`src/rtl/tftpp_pkg.sv`:
```
// Shared types, codes and constants for the TFTP packet parser.
package tftpp_pkg;

    typedef enum logic [2:0] {
        ROLE_OPCODE   = 3'd0,
        ROLE_NUMBER   = 3'd1,
        ROLE_FILENAME = 3'd2,
        ROLE_MODE     = 3'd3,
        ROLE_PAYLOAD  = 3'd4,
        ROLE_MESSAGE  = 3'd5,
        ROLE_TERM     = 3'd6,
        ROLE_IGNORED  = 3'd7
    } t_role;

    typedef enum logic [2:0] {
        KIND_UNKNOWN = 3'd0,
        KIND_RRQ     = 3'd1,
        KIND_WRQ     = 3'd2,
        KIND_DATA    = 3'd3,
        KIND_ACK     = 3'd4,
        KIND_ERROR   = 3'd5
    } t_kind;

    typedef enum logic [2:0] {
        ST_OK           = 3'd0,
        ST_TOO_SHORT    = 3'd1,
        ST_BAD_OPCODE   = 3'd2,
        ST_FNAME_UNTERM = 3'd3,
        ST_MODE_UNTERM  = 3'd4,
        ST_MODE_UNKNOWN = 3'd5,
        ST_ACK_LEN      = 3'd6,
        ST_MSG_UNTERM   = 3'd7
    } t_status;

    typedef enum logic [1:0] {
        SEC_FIRST = 2'd0,
        SEC_MODE  = 2'd1,
        SEC_DONE  = 2'd2
    } t_section;

    typedef struct packed {
        logic [7:0] byte_in;
        logic       last_byte;
    } t_in_word;

    typedef struct packed {
        logic [7:0]  byte_out;
        t_role       byte_role;
        t_kind       packet_kind;
        logic [15:0] number_value;
        logic        transfer_mode;
        logic        packet_done;
        t_status     status;
    } t_out_word;

    localparam logic [2:0] MinReqLen   = 3'd6;
    localparam logic [2:0] MinErrLen   = 3'd5;
    localparam logic [2:0] MinDataLen  = 3'd4;
    localparam logic [2:0] AckLen      = 3'd4;
    localparam logic [2:0] NumberEnd   = 3'd4;
    localparam logic [2:0] PosMax      = 3'd7;
    localparam logic [3:0] NetasciiLen = 4'd8;
    localparam logic [3:0] OctetLen    = 4'd5;
    localparam logic [3:0] ModeIdxMax  = 4'd15;

    // Characters of "netascii" by position.
    function automatic logic [7:0] netascii_char(input logic [2:0] idx);
        logic [7:0] c;
        unique case (idx)
            3'd0:    c = 8'h6E; // n
            3'd1:    c = 8'h65; // e
            3'd2:    c = 8'h74; // t
            3'd3:    c = 8'h61; // a
            3'd4:    c = 8'h73; // s
            3'd5:    c = 8'h63; // c
            3'd6:    c = 8'h69; // i
            default: c = 8'h69; // i
        endcase
        return c;
    endfunction

    // Characters of "octet" by position; positions past the end are never compared.
    function automatic logic [7:0] octet_char(input logic [2:0] idx);
        logic [7:0] c;
        unique case (idx)
            3'd0:    c = 8'h6F; // o
            3'd1:    c = 8'h63; // c
            3'd2:    c = 8'h74; // t
            3'd3:    c = 8'h65; // e
            3'd4:    c = 8'h74; // t
            default: c = 8'h00;
        endcase
        return c;
    endfunction

endpackage

```
`src/rtl/tftpp_core.sv`:
```
// Per-byte parse logic and packet state of the TFTP packet parser.
module tftpp_core (
    input  logic                  i_clk,
    input  logic                  i_rst_n,
    input  logic                  i_adv,
    input  tftpp_pkg::t_in_word   i_word,
    output tftpp_pkg::t_out_word  o_word
);

    logic [2:0]          r_pos,     n_pos;
    tftpp_pkg::t_kind    r_kind,    n_kind;
    tftpp_pkg::t_section r_section, n_section;
    logic [15:0]         r_num,     n_num;
    logic [3:0]          r_idx,     n_idx;
    logic                r_na,      n_na;
    logic                r_oc,      n_oc;
    tftpp_pkg::t_status  r_err,     n_err;

    logic [7:0]         w_b;
    logic [7:0]         w_lc;
    logic               w_na_fin;
    logic               w_oc_fin;
    tftpp_pkg::t_role   w_role;
    tftpp_pkg::t_status w_status;
    logic               w_tmode;

    always_comb begin
        w_b       = i_word.byte_in;
        w_lc      = (w_b >= 8'h41 && w_b <= 8'h5A) ? (w_b + 8'd32) : w_b;
        w_na_fin  = r_na && (r_idx == tftpp_pkg::NetasciiLen);
        w_oc_fin  = r_oc && (r_idx == tftpp_pkg::OctetLen);
        n_kind    = r_kind;
        n_section = r_section;
        n_num     = r_num;
        n_idx     = r_idx;
        n_na      = r_na;
        n_oc      = r_oc;
        n_err     = r_err;
        w_role    = tftpp_pkg::ROLE_IGNORED;

        if (r_pos == 3'd0) begin
            w_role = tftpp_pkg::ROLE_OPCODE;
            if (w_b != 8'd0) begin
                n_err = tftpp_pkg::ST_BAD_OPCODE;
            end
        end else if (r_pos == 3'd1) begin
            w_role = tftpp_pkg::ROLE_OPCODE;
            if (w_b >= 8'd1 && w_b <= 8'd5) begin
                n_kind = tftpp_pkg::t_kind'(w_b[2:0]);
            end else begin
                n_kind = tftpp_pkg::KIND_UNKNOWN;
                n_err  = tftpp_pkg::ST_BAD_OPCODE;
            end
        end else begin
            unique case (r_kind)
                tftpp_pkg::KIND_RRQ, tftpp_pkg::KIND_WRQ: begin
                    unique case (r_section)
                        tftpp_pkg::SEC_FIRST: begin
                            if (w_b != 8'd0) begin
                                w_role = tftpp_pkg::ROLE_FILENAME;
                            end else begin
                                w_role    = tftpp_pkg::ROLE_TERM;
                                n_section = tftpp_pkg::SEC_MODE;
                            end
                        end
                        tftpp_pkg::SEC_MODE: begin
                            if (w_b != 8'd0) begin
                                w_role = tftpp_pkg::ROLE_MODE;
                                if (r_idx >= tftpp_pkg::NetasciiLen ||
                                    w_lc != tftpp_pkg::netascii_char(r_idx[2:0])) begin
                                    n_na = 1'b0;
                                end
                                if (r_idx >= tftpp_pkg::OctetLen ||
                                    w_lc != tftpp_pkg::octet_char(r_idx[2:0])) begin
                                    n_oc = 1'b0;
                                end
                                if (r_idx != tftpp_pkg::ModeIdxMax) begin
                                    n_idx = r_idx + 4'd1;
                                end
                            end else begin
                                // Mode ends: a match needs the full length too
                                w_role    = tftpp_pkg::ROLE_TERM;
                                n_na      = w_na_fin;
                                n_oc      = w_oc_fin;
                                n_section = tftpp_pkg::SEC_DONE;
                                if (!w_na_fin && !w_oc_fin && r_err == tftpp_pkg::ST_OK) begin
                                    n_err = tftpp_pkg::ST_MODE_UNKNOWN;
                                end
                            end
                        end
                        default: w_role = tftpp_pkg::ROLE_IGNORED;
                    endcase
                end
                tftpp_pkg::KIND_DATA: begin
                    w_role = (r_pos < tftpp_pkg::NumberEnd) ? tftpp_pkg::ROLE_NUMBER
                                                            : tftpp_pkg::ROLE_PAYLOAD;
                end
                tftpp_pkg::KIND_ACK: begin
                    w_role = (r_pos < tftpp_pkg::NumberEnd) ? tftpp_pkg::ROLE_NUMBER
                                                            : tftpp_pkg::ROLE_IGNORED;
                end
                tftpp_pkg::KIND_ERROR: begin
                    if (r_pos < tftpp_pkg::NumberEnd) begin
                        w_role = tftpp_pkg::ROLE_NUMBER;
                    end else if (r_section == tftpp_pkg::SEC_FIRST) begin
                        if (w_b != 8'd0) begin
                            w_role = tftpp_pkg::ROLE_MESSAGE;
                        end else begin
                            w_role    = tftpp_pkg::ROLE_TERM;
                            n_section = tftpp_pkg::SEC_DONE;
                        end
                    end else begin
                        w_role = tftpp_pkg::ROLE_IGNORED;
                    end
                end
                default: w_role = tftpp_pkg::ROLE_IGNORED;
            endcase
        end

        if (w_role == tftpp_pkg::ROLE_NUMBER) begin
            n_num = {r_num[7:0], w_b};
        end

        n_pos = (r_pos == tftpp_pkg::PosMax) ? tftpp_pkg::PosMax : (r_pos + 3'd1);

        // Final status on the closing byte, checked in priority order
        w_status = tftpp_pkg::ST_OK;
        if (i_word.last_byte) begin
            if (n_pos < 3'd2) begin
                w_status = tftpp_pkg::ST_TOO_SHORT;
            end else begin
                unique case (n_kind)
                    tftpp_pkg::KIND_RRQ, tftpp_pkg::KIND_WRQ: begin
                        priority if (n_pos < tftpp_pkg::MinReqLen) begin
                            w_status = tftpp_pkg::ST_TOO_SHORT;
                        end else if (n_err != tftpp_pkg::ST_OK) begin
                            w_status = n_err;
                        end else if (n_section == tftpp_pkg::SEC_FIRST) begin
                            w_status = tftpp_pkg::ST_FNAME_UNTERM;
                        end else if (n_section == tftpp_pkg::SEC_MODE) begin
                            w_status = tftpp_pkg::ST_MODE_UNTERM;
                        end else begin
                            w_status = tftpp_pkg::ST_OK;
                        end
                    end
                    tftpp_pkg::KIND_DATA: begin
                        w_status = (n_pos < tftpp_pkg::MinDataLen) ? tftpp_pkg::ST_TOO_SHORT
                                                                   : n_err;
                    end
                    tftpp_pkg::KIND_ACK: begin
                        w_status = (n_pos != tftpp_pkg::AckLen) ? tftpp_pkg::ST_ACK_LEN : n_err;
                    end
                    tftpp_pkg::KIND_ERROR: begin
                        priority if (n_pos < tftpp_pkg::MinErrLen) begin
                            w_status = tftpp_pkg::ST_TOO_SHORT;
                        end else if (n_err != tftpp_pkg::ST_OK) begin
                            w_status = n_err;
                        end else if (n_section == tftpp_pkg::SEC_FIRST) begin
                            w_status = tftpp_pkg::ST_MSG_UNTERM;
                        end else begin
                            w_status = tftpp_pkg::ST_OK;
                        end
                    end
                    default: w_status = tftpp_pkg::ST_BAD_OPCODE;
                endcase
            end
        end

        w_tmode = (n_kind == tftpp_pkg::KIND_RRQ || n_kind == tftpp_pkg::KIND_WRQ) &&
                  (n_section == tftpp_pkg::SEC_DONE) && n_oc;

        o_word.byte_out      = w_b;
        o_word.byte_role     = w_role;
        o_word.packet_kind   = n_kind;
        o_word.number_value  = n_num;
        o_word.transfer_mode = w_tmode;
        o_word.packet_done   = i_word.last_byte;
        o_word.status        = w_status;
    end

    // Return to the idle packet state after the closing byte
    always_ff @(posedge i_clk) begin
        if (!i_rst_n || (i_adv && i_word.last_byte)) begin
            r_pos     <= 3'd0;
            r_kind    <= tftpp_pkg::KIND_UNKNOWN;
            r_section <= tftpp_pkg::SEC_FIRST;
            r_num     <= 16'd0;
            r_idx     <= 4'd0;
            r_na      <= 1'b1;
            r_oc      <= 1'b1;
            r_err     <= tftpp_pkg::ST_OK;
        end else if (i_adv) begin
            r_pos     <= n_pos;
            r_kind    <= n_kind;
            r_section <= n_section;
            r_num     <= n_num;
            r_idx     <= n_idx;
            r_na      <= n_na;
            r_oc      <= n_oc;
            r_err     <= n_err;
        end
    end

endmodule

```
`src/rtl/tftp_packet_parser.sv`:
```
// Top level of the streaming TFTP packet parser: input register, parse core, result register.
// Path: a word is held in the input register, then parsed into the result register on advance.
// Throughput: one word per cycle unless stalled; a byte is parsed in one pass of tftpp_core.
// Back-pressure: o_in_ready falls only while both the input and result registers are full.
// Reset: i_rst_n is synchronous, active low; it empties both registers and returns the
// packet state to the start of a packet (mode matches armed, no error recorded).
module tftp_packet_parser (
    input  logic                  i_clk,
    input  logic                  i_rst_n,
    input  logic                  i_in_valid,
    output logic                  o_in_ready,
    input  tftpp_pkg::t_in_word   i_in_word,
    output logic                  o_out_valid,
    input  logic                  i_out_ready,
    output tftpp_pkg::t_out_word  o_out_word
);

    logic                 r_in_valid;
    tftpp_pkg::t_in_word  r_in_word;
    logic                 r_out_valid;
    tftpp_pkg::t_out_word r_out_word;

    logic                 w_adv;
    tftpp_pkg::t_out_word w_result;

    // Advance the held word into the result register when that register is free or draining
    assign w_adv      = r_in_valid && (!r_out_valid || i_out_ready);
    assign o_in_ready = !r_in_valid || w_adv;

    // Hold the incoming word; payload needs no reset
    always_ff @(posedge i_clk) begin
        if (!i_rst_n) begin
            r_in_valid <= 1'b0;
        end else if (o_in_ready) begin
            r_in_valid <= i_in_valid;
        end
    end

    always_ff @(posedge i_clk) begin
        if (o_in_ready && i_in_valid) begin
            r_in_word <= i_in_word;
        end
    end

    // Parse the held word against the packet state; the state moves only on advance
    tftpp_core u_core (
        .i_clk   (i_clk),
        .i_rst_n (i_rst_n),
        .i_adv   (w_adv),
        .i_word  (r_in_word),
        .o_word  (w_result)
    );

    // Result register: load on advance, drop once taken downstream
    always_ff @(posedge i_clk) begin
        if (!i_rst_n) begin
            r_out_valid <= 1'b0;
        end else if (w_adv) begin
            r_out_valid <= 1'b1;
        end else if (i_out_ready) begin
            r_out_valid <= 1'b0;
        end
    end

    always_ff @(posedge i_clk) begin
        if (w_adv) begin
            r_out_word <= w_result;
        end
    end

    assign o_out_valid = r_out_valid;
    assign o_out_word  = r_out_word;

endmodule

```
`config.mk`:
```
export PLATFORM = sky130hd
export DESIGN_NAME = tftp_packet_parser
export DESIGN_NICKNAME = d
export VERILOG_FILES = /design/src/rtl/tftpp_pkg.sv /design/src/rtl/tftpp_core.sv /design/src/rtl/tftp_packet_parser.sv
export SDC_FILE = /design/constraint.sdc
export NUM_CORES = 1
export LEC_CHECK = 0
export ABC_AREA = 1
export BUFFER_PORTS_ARGS = -buffer_cell sky130_fd_sc_hd__buf_2
export CAP_MARGIN = 25
export CORE_MARGIN = 3
export CORE_UTILIZATION = 50
export DETAILED_ROUTE_END_ITERATION = 8
export PLACE_DENSITY = 0.74
export SLEW_MARGIN = 20
export SYNTH_ARGS = -nofsm -noshare
export SYNTH_HDL_FRONTEND = slang
export SYNTH_SLANG_ARGS = --single-unit
```
`constraint.sdc`:
```
create_clock -name i_clk -period 4.5 [get_ports i_clk]
set_input_delay 0.9 -clock i_clk [delete_from_list [all_inputs] [get_ports i_clk]]
set_output_delay 0.9 -clock i_clk [all_outputs]
set_load 0.01 [all_outputs]
```
==> metrics, run 1 <==
final setup violating endpoints 0; result of the run finished clean; number of design-rule violations left by the first detailed-router iteration 198; via count 3,376; Async SR Flop Fraction 0%; sequential share of the synthesized area approximately 49%; achievable clock frequency 385.5 MHz; standard cell with the maximum stage delay on the critical path sky130_fd_sc_hd__nand3_2; largest net degree at the start of global routing between 50 and 60; Total Die Area around 9500 um2; WL/cell 13.08 um; Post-Place Setup Slack 1.937 ns; total of flip-flops plus latches after synthesis slightly below 80; TritonCTS clock tree done; HP Start u_core.r_na; worst reg-to-reg path cell count 10; top cells by count, synth sky130_fd_sc_hd__nand2_1 (101), sky130_fd_sc_hd__inv_1 (70), sky130_fd_sc_hd__nor2_1 (46); final hold violations 0; Worst Max-Slew Pin Slew 0.7446 ns; worst reg2reg path endpoint u_core.r_num[4]; largest cells by area after synthesis sky130_fd_sc_hd__edfxtp_1 (32%), sky130_fd_sc_hd__dfxtp_1 (17%), sky130_fd_sc_hd__nand2_1 (9.1%); post-cts resize count 0; Pwr per Cell Area 339.1 nW/um2; Post-Route M1 WL 3958 um; met2 wire length 4090 um; maximum ir drop on the vdd rail 0.0001786 V; Synth-to-Final Area Change 12.72%; ordered cell list for the critical path inv_1, ha_1, nand2_1, nand2_1, a31oi_2, nand3_2, nor2_1, a21oi_2, o21ai_1, inv_1; total inserted antenna cells 0; clock tree buffer depth 2; deepest level of the CTS H-tree 3; post-synthesis cell type count 41; clock edge transition at the registers on the reported setup and hold paths around 0.070 ns; Crit path max-delay family simple AND/OR/NAND/NOR gates; hold bufs inserted after CTS 0; CTS sink count 79; total count of max-transition violations in the final report 0; share of the synthesized area in the top cell type 31.75%; mean post-synth cell area 8.340 um2; worst slew margin relative to its limit between 50% and 60%; placement-stage cell area 4458 um2; CTS Root Cell sky130_fd_sc_hd__clkbuf_8; library cell occupying the most area in the post-synthesis netlist sky130_fd_sc_hd__edfxtp_1; final antenna-violating net count 0; GRT Overall Usage ~18%; Worst Path Required between 4 and 5 ns; source of the worst register-to-register timing path u_core.r_pos[0]; number of buffers and inverters on the critical path 2; summed area of non-filler cells in the final layout ~4700 um2; Worst setup SP type flip-flop; clock network latency to the later pin of the worst-skew pair 0.35 ns; ratio of cells with drive above 1 in the final layout 21.38%; leakage 0.002104 uW; Boundary Pins 50; IO buf count 49; final cell utilization of the core 59.47%; minimum clock period after layout 2.594 ns; most frequent cell after synthesis sky130_fd_sc_hd__nand2_1; number of max-cap violations 0; clock buffer count from CTS 9; fill cell count 716; Core ar. 7888 um2; number of synthesized flops with an enable pin 44; setup repair after global routing missed its margin false; critical path class reg -> reg; DRC viols 0; routed wire length on met3 around 370 um; largest driver fanout on the critical path 32; first drt pass iteration count 5; kind of capture point of the worst setup path flip-flop; DR vias/cell 5.162; skew final approximately 0.011 ns; total nets after synthesis between 500 and 600; slack of the worst reg-to-reg path 1.91 ns; aggregate routed wire length 8556 um; net count of the finished layout 569; number of setup buffers added after CTS 0; Syn Std Cell Area 4161 um2; count of yosys warnings during synthesis 0; overall overflow remaining after global route 0; class of the tightest hold or removal check reg -> reg; Die Y between 90 and 100 um; Crit path arrival time 2.84 ns; number of rows created at floorplan 32; Main synth FF type sky130_fd_sc_hd__edfxtp_1; end point of the most critical hold path u_core.r_na; Worst Setup Slack, final 1.906 ns; global-route wire length before repair ~14,000 um; vias in the first global route 3,202; cell count of the worst hold path 2; Setup TNS Final 0 ns; antenna violations before repair 0; highest cell delay on the worst timing path 0.61 ns; die span in x 97.23 um; initial core utilization 52.76%; placed wire-length estimate 6217 um; top layer used by detailed routing met4; weighted congestion at the end of routability-driven global placement about 0.98; part of the cycle the worst path needs 57.65%; number of instances in the synthesized netlist 499
[through the flow]
step	std cells	total power [uW]	hold slack, ns
6_report	654	1591	0.4545
5_1_grt	654	1666	0.4739
4_1_cts	653	1602	0.4555
3_5_place_dp	637	1042	0.4417
3_3_place_gp	637	1036	0.4352
2_1_floorplan	499	989.7	0.4192
[power by group]
group / switching (uW) / internal (uW)
Clock: 253 / 311
Sequential: 24.2 / 805
Combinational: 132 / 66.0
Total: 409 / 1180
[cell type report]
class                   instances  area, um2  area share, %
inverters                      79      296.5          6.322
repair buffers                 52      280.3          5.975
clock inverters                 6      85.08          1.814
clock buffers                  10      127.6          2.721
well taps                     102      127.6          2.721
flip-flops and latches         79       2022          43.10
multi-input cells             326       1752          37.34
[state kept, by name, summed over array words and instances, names as in the netlist]
register	count
u_core.r_err	3
u_core.r_section	2
o_out_word	35
u_core.r_pos	3
r_in_word	9
u_core.r_kind	3
o_out_valid	1
u_core.r_num	16
u_core.r_idx	4
u_core.r_oc	1
r_in_valid	1
u_core.r_na	1
[how the worst max path moves through the flow]
stage,start,to,slack [ns],depth (start not counted)
after floorplan,i_out_ready,o_out_word[0],1.56,6
after global placement,u_core.r_pos[0],u_core.r_num[0],2.00,10
after detailed placement,u_core.r_pos[0],u_core.r_num[4],1.94,10
after CTS,u_core.r_pos[0],u_core.r_num[4],1.90,10
after global routing,u_core.r_pos[0],u_core.r_num[4],1.65,10
final,u_core.r_pos[0],u_core.r_num[4],1.91,10
[routing by layer]
layer	GRT usage, %	vias up
met1	24.03	1540
met3	3.230	15
met2	30.36	80
met5	0	-
li1	-	1741
met4	7.455	0
[worst min-delay path, delay by kind of cell, from the launching register on]
kind          cells  cell delay [ns]
flops             1             0.31
simple gates      2             0.10
[placed cells by master, fill, tap and decap left out, drive strengths merged, types with 10 or more instances in the layout]
cell type  Yosys  final
nand2        106    106
nand3         25     25
dfxtp         35     35
buf            9     52
inv           78     78
o21ai         62     62
a21oi         34     34
edfxtp        44     44
clkbuf         6     10
nor2          55     55
[kinds of logic after synthesis]
kind of cell | after synthesis | synth area share (%)
simple gates | 208 | 23.54
compound gates | 108 | 15.63
buf+inv | 94 | 9.320
flops | 79 | 48.59
fa+ha+maj | 9 | 2.706
xor+xnor | 1 | 0.2105
Power figures use the tool's default switching activity.
==> inputs of run 2 (changes only) <==
- PLACE_DENSITY: 0.74 -> 0.77
- clock period: 4.5 -> 2.3 ns (I/O delays scaled with it)
==> run 2 against run 1 <==
Net effect: count of clock-buffer cells in the layout is the same; non-clock buffer count grew 17; first-iteration DRC count is the same; clock skew grew 0.0028 ns; largest power group unchanged.
==> metrics, run 2 (same netlist as run 1, synthesis figures left out) <==
achievable clock frequency 473.0 MHz; Boundary Pins 50; Die Y roughly 100 um; final cell utilization of the core 62.45%; initial core utilization a little over half; net count of the finished layout 586; DRC viols 0; Tot Pwr 3230 uW; placed wire-length estimate between 6000 and 7000 um; first drt pass iteration count 4; total count of max-transition violations in the final report 0; most common cell after layout, fill and taps aside sky130_fd_sc_hd__nand2_1; result of the run finished clean; Synth-to-Final Area Change 18.37%; number of flip-flops in the largest register 35; overall overflow remaining after global route 0; Setup TNS Final 0 ns; kind of capture point of the worst setup path flip-flop; maximum ir drop on the vdd rail approximately 0.00037 V; via count 3,473; worst reg-to-reg path cell count 14; Worst setup SP type flip-flop; largest driver fanout on the critical path 5; deepest level of the CTS H-tree 3; worst hold slack across all endpoints 0.2845 ns; clock edge transition at the registers on the reported setup and hold paths 0.08 ns; HP Start i_in_word[0]; Crit path arrival time 2.22 ns; IO buf count 49; clock network latency to the later pin of the worst-skew pair 0.35 ns; part of the cycle the worst path needs 91.92%; cell count of the worst hold path 1; CTS sink count 79; aggregate routed wire length about 9000 um; DR vias/cell 5.176; largest net degree at the start of global routing 44; Core ar. just under 8000 um2; Pwr per Cell Area 655.7 nW/um2; clock buffer count from CTS 9; number of rows created at floorplan 32; count of non-filler cells in the finished layout around 670; number of max-cap violations 0; Total Die Area 9454 um2; skew final around 0.014 ns; clock tree buffer depth 2; global-route wire length before repair between 10,000 and 15,000 um; total inserted antenna cells 0; Cells after DPL between 600 and 700; WL/cell 13.41 um; source of the worst register-to-register timing path r_in_word[2]; start point of the critical path r_in_word[2]; final hold violations 0; final antenna-violating net count 0; class of the tightest hold or removal check in -> reg; Worst Path Required 2.41 ns; highest-count cells in the layout ignoring fill and taps sky130_fd_sc_hd__nand2_1 (97), sky130_fd_sc_hd__inv_1 (69), sky130_fd_sc_hd__buf_2 (49); weighted congestion at the end of routability-driven global placement approximately 1; Worst Max-Slew Pin Slew 0.3855 ns; hold bufs inserted after CTS 0; antenna violations before repair 0; final setup violating endpoints 0; leakage 0.002203 uW; vias in the first global route 3,256; worst slew margin relative to its limit around three quarters; critical path class reg -> reg; GRT Overall Usage 19.08%; number of design-rule violations left by the first detailed-router iteration slightly below 200; ratio of cells with drive above 1 in the final layout between 20% and 30%; die span in x 97.23 um; CTS Root Cell sky130_fd_sc_hd__clkbuf_8; minimum clock period after layout 2.114 ns; TritonCTS clock tree done
## run 2: cell types whose count changed in the layout (fill, tap and decap cells not counted), moves of 3 or more
cell	change
sky130_fd_sc_hd__nor2_4	+3
sky130_fd_sc_hd__buf_4	+16
sky130_fd_sc_hd__dfxtp_1	-4
sky130_fd_sc_hd__nor2_1	-3
sky130_fd_sc_hd__dfxtp_2	+4
sky130_fd_sc_hd__nand2_2	+4
sky130_fd_sc_hd__nand2_1	-4
## run 2: repair_timing
| action | in CTS | in global routing |
|---|---|---|
| setup endpoints to repair | 0 | 31 |
| setup buffers | 0 | 5 |
| endpoints found under the hold margin | 0 | 0 |
| resized for setup | 0 | 20 |
## run 2: worst paths after layout
kind,slack [ns],endpoint
setup / recovery,0.19,o_out_word[0]
hold / removal,0.28,r_in_word[0]
setup reg to reg,0.19,o_out_word[0]
hold reg to reg,0.47,u_core.r_na
## run 2: metal layers
metal / GRT usage, % / vias up / share of wire [%]
li1: - / 1772 / -
met1: 24.38 / 1600 / 45
met2: 31.53 / 88 / 48
met3: 3.661 / 13 / 4.8
met4: 8.307 / 0 / 1.6
met5: 0 / - / 0
## run 2: layout make-up
type / count / area (um2)
repair buffers: 69 / 420.4
clock inverters: 6 / 92.59
inverters: 79 / 296.5
flip-flops and latches: 79 / 2027
fillers: 663 / 2962
clock buffers: 10 / 137.6
well taps: 102 / 127.6
multi-input cells: 326 / 1824
## run 2: critical path, stage by stage, from the launching register on
cell and delay [ns]:
sky130_fd_sc_hd__edfxtp_1 0.48, sky130_fd_sc_hd__nor2_4 0.16, sky130_fd_sc_hd__nand2_4 0.10, sky130_fd_sc_hd__inv_2 0.08, sky130_fd_sc_hd__nand2_2 0.12, sky130_fd_sc_hd__nor2_4 0.14
sky130_fd_sc_hd__a21oi_1 0.07, sky130_fd_sc_hd__nor2_1 0.14, sky130_fd_sc_hd__nor2_1 0.09, sky130_fd_sc_hd__nand2_1 0.13, sky130_fd_sc_hd__nand3_1 0.09, sky130_fd_sc_hd__nand2_1 0.07
sky130_fd_sc_hd__nand3_1 0.07, sky130_fd_sc_hd__nor2_1 0.09, sky130_fd_sc_hd__nor2_1 0.04
## run 2: report_power, final
part           internal, uW  total, uW  switching (uW)
clock network           646       1170             526
logic                   158        444             285
registers              1580       1610            38.2
## run 2: per-stage QoR
step / setup slack [ns] / instance area (um2)
floorplan: 0.3175 / 4163
global placement: 0.1687 / 4581
detailed placement: 0.07218 / 4581
CTS: 0.04147 / 4811
global route: -0.02289 / 4926
finish: 0.1857 / 4926
==> inputs of run 3 (changes only) <==
--- a/config.mk
+++ b/config.mk
@@ -13,4 +13,5 @@
 export DETAILED_ROUTE_END_ITERATION = 8
 export PLACE_DENSITY = 0.77
+export RECOVER_POWER = 25
 export SLEW_MARGIN = 20
 export SYNTH_ARGS = -nofsm -noshare
==> constraint.sdc (replaced) <==
create_clock -name i_clk -period 2.3 [get_ports i_clk]
set_input_delay 0.115 -clock i_clk [delete_from_list [all_inputs] [get_ports i_clk]]
set_output_delay 0.115 -clock i_clk [all_outputs]
set_load 0.01 [all_outputs]
==> run 3 against run 2 <==
Net effect: sequential power hardly changed; count of clock-buffer cells in the layout down 1; via count decreased by 0.55%; largest cell class unchanged; fmax fell by 0.95%; worst hold slack lost 0.25 ns; critical path depth increased by 1; clock power hardly changed; utilization grew 0.60 points; register-to-register slack worse by 0.02 ns; sequential share of layout area fell by 0.39 points; combinational power about the same; routed wire length down 2.1%.
==> metrics, run 3 (same netlist as run 1, synthesis figures left out) <==
result of the run finished clean; DRC viols 0; part of the cycle the worst path needs 92.81%; first drt pass iteration count 5; final setup violating endpoints 0; Boundary Pins 50; worst hold slack across all endpoints a little under 0.03 ns; worst slew margin relative to its limit roughly 75%; initial core utilization 52.76%; net count of the finished layout 593; class of the tightest hold or removal check in -> reg; largest driver fanout on the critical path 6; overall overflow remaining after global route 0; achievable clock frequency about 470 MHz; via count 3,454; largest net degree at the start of global routing 55; aggregate routed wire length 8810 um; Post-Route M1 WL between 4000 and 5000 um; deepest level of the CTS H-tree 3; number of buffers and inverters on the critical path 4; Die Y approximately 97 um; Worst setup SP type flip-flop; final hold violations 0; summed area of non-filler cells in the final layout 4974 um2; placed wire-length estimate 6248 um; Crit path max-delay family simple AND/OR/NAND/NOR gates; skew final 0.01021 ns; ratio of cells with drive above 1 in the final layout 25.00%; highest cell delay on the worst timing path 0.33 ns; clock tree buffer depth 2; DR vias/cell 5.094; antenna violations before repair 0; CTS sink count 79; WL/cell 12.99 um; Worst Path Required 2.40 ns; Synth-to-Final Area Change 19.51%; CTS Root Cell sky130_fd_sc_hd__clkbuf_8; number of flip-flops in the largest register 35; Post-Place Setup Slack 0.07668 ns; met2 wire length 4110 um; total inserted antenna cells 0; clock network latency to the later pin of the worst-skew pair 0.35 ns; critical path class reg -> reg; Worst Max-Slew Pin Slew 0.3770 ns; TritonCTS clock tree done; final antenna-violating net count 0; Total Die Area 9454 um2; leakage 0.002229 uW; kind of capture point of the worst setup path flip-flop; placement-stage cell area 4558 um2; IO buf count 49; cell occurring most often along the worst timing path sky130_fd_sc_hd__nand2_1; minimum clock period after layout ~2.1 ns; Crit path arrival time 2.23 ns; GRT Overall Usage 19.03%; Worst Setup Slack, final 0.1654 ns; routed wire length on met3 428 um; slack of the worst reg-to-reg path 0.17 ns; ordered cell list for the critical path inv_1, ha_1, inv_1, nor2_4, inv_2, nor2_8, nand2_1, o21ai_4, inv_1, nand2_1, nor2_2, nand2_1, nand2_1, o21ai_1, a21oi_1; top layer used by detailed routing met4; die span in x 97.23 um; clock edge transition at the registers on the reported setup and hold paths 0.08 ns; highest-count cells in the layout ignoring fill and taps sky130_fd_sc_hd__nand2_1 (97), sky130_fd_sc_hd__inv_1 (69), sky130_fd_sc_hd__buf_2 (49); setup repair after global routing missed its margin true; Pwr per Cell Area 643.0 nW/um2; clock buffer count from CTS 9; weighted congestion at the end of routability-driven global placement 0.9772; most common cell after layout, fill and taps aside sky130_fd_sc_hd__nand2_1; total count of max-transition violations in the final report 0; number of max-cap violations 0; maximum ir drop on the vdd rail 0.0003647 V; number of design-rule violations left by the first detailed-router iteration between 200 and 300; standard cell with the maximum stage delay on the critical path sky130_fd_sc_hd__dfxtp_2; Core ar. 7888 um2; number of rows created at floorplan 32; global-route wire length before repair 14,790 um; vias in the first global route approximately 3,200; Tot Pwr 3198 uW
[run 3: stage by stage]
stage	TNS, ns	std cells	utilization (%)
finish	0	678	63.06
global route	-0.04150	678	63.06
CTS	0	672	61.72
detailed placement	0	647	57.79
global placement	0	647	57.79
floorplan	0	499	-
[run 3: cell type report]
class                           instances  area, um2
Sequential cell                        79       2027
Tap cell                              102      127.6
Fill cell                             652       2914
Inverter                               79      296.5
Clock inverter                          7      96.34
Clock buffer                            9      123.9
Multi-Input combinational cell        326       1812
Timing Repair Buffer                   76      490.5
[run 3: worst reg2reg max path, stage by stage (launching register included)]
cell,delay [ns]
sky130_fd_sc_hd__dfxtp_2,0.33
sky130_fd_sc_hd__inv_1,0.08
sky130_fd_sc_hd__ha_1,0.15
sky130_fd_sc_hd__inv_1,0.06
sky130_fd_sc_hd__nor2_4,0.08
sky130_fd_sc_hd__inv_2,0.07
sky130_fd_sc_hd__nor2_8,0.15
sky130_fd_sc_hd__nand2_1,0.11
sky130_fd_sc_hd__o21ai_4,0.21
sky130_fd_sc_hd__inv_1,0.09
sky130_fd_sc_hd__nand2_1,0.10
sky130_fd_sc_hd__nor2_2,0.05
sky130_fd_sc_hd__nand2_1,0.08
sky130_fd_sc_hd__nand2_1,0.08
sky130_fd_sc_hd__o21ai_1,0.16
sky130_fd_sc_hd__a21oi_1,0.08
[run 3: per-layer routing]
metal	global-route usage, %	vias up
met5	0	-
met4	8.520	0
met3	3.805	20
met2	31.10	96
met1	24.46	1554
li1	-	1784
[run 3: repair_timing]
item,CTS,global route
gates resized for setup,0,18
endpoints found under the setup margin,0,7
hold buffers,9,1
setup buffers,0,5
hold endpoints to repair,9,1
[run 3: final timing paths]
kind / start / end / depth (start not counted)
min reg2reg: u_core.r_na / u_core.r_na / 2
min: i_in_valid / r_in_valid / 3
max: u_core.r_pos[1] / o_out_word[2] / 15
max reg2reg: u_core.r_pos[1] / o_out_word[2] / 15
[run 3: report_power, final]
group	internal, uW	switching [uW]
Clock	615	527
Combinational	163	278
Sequential	1580	39.1
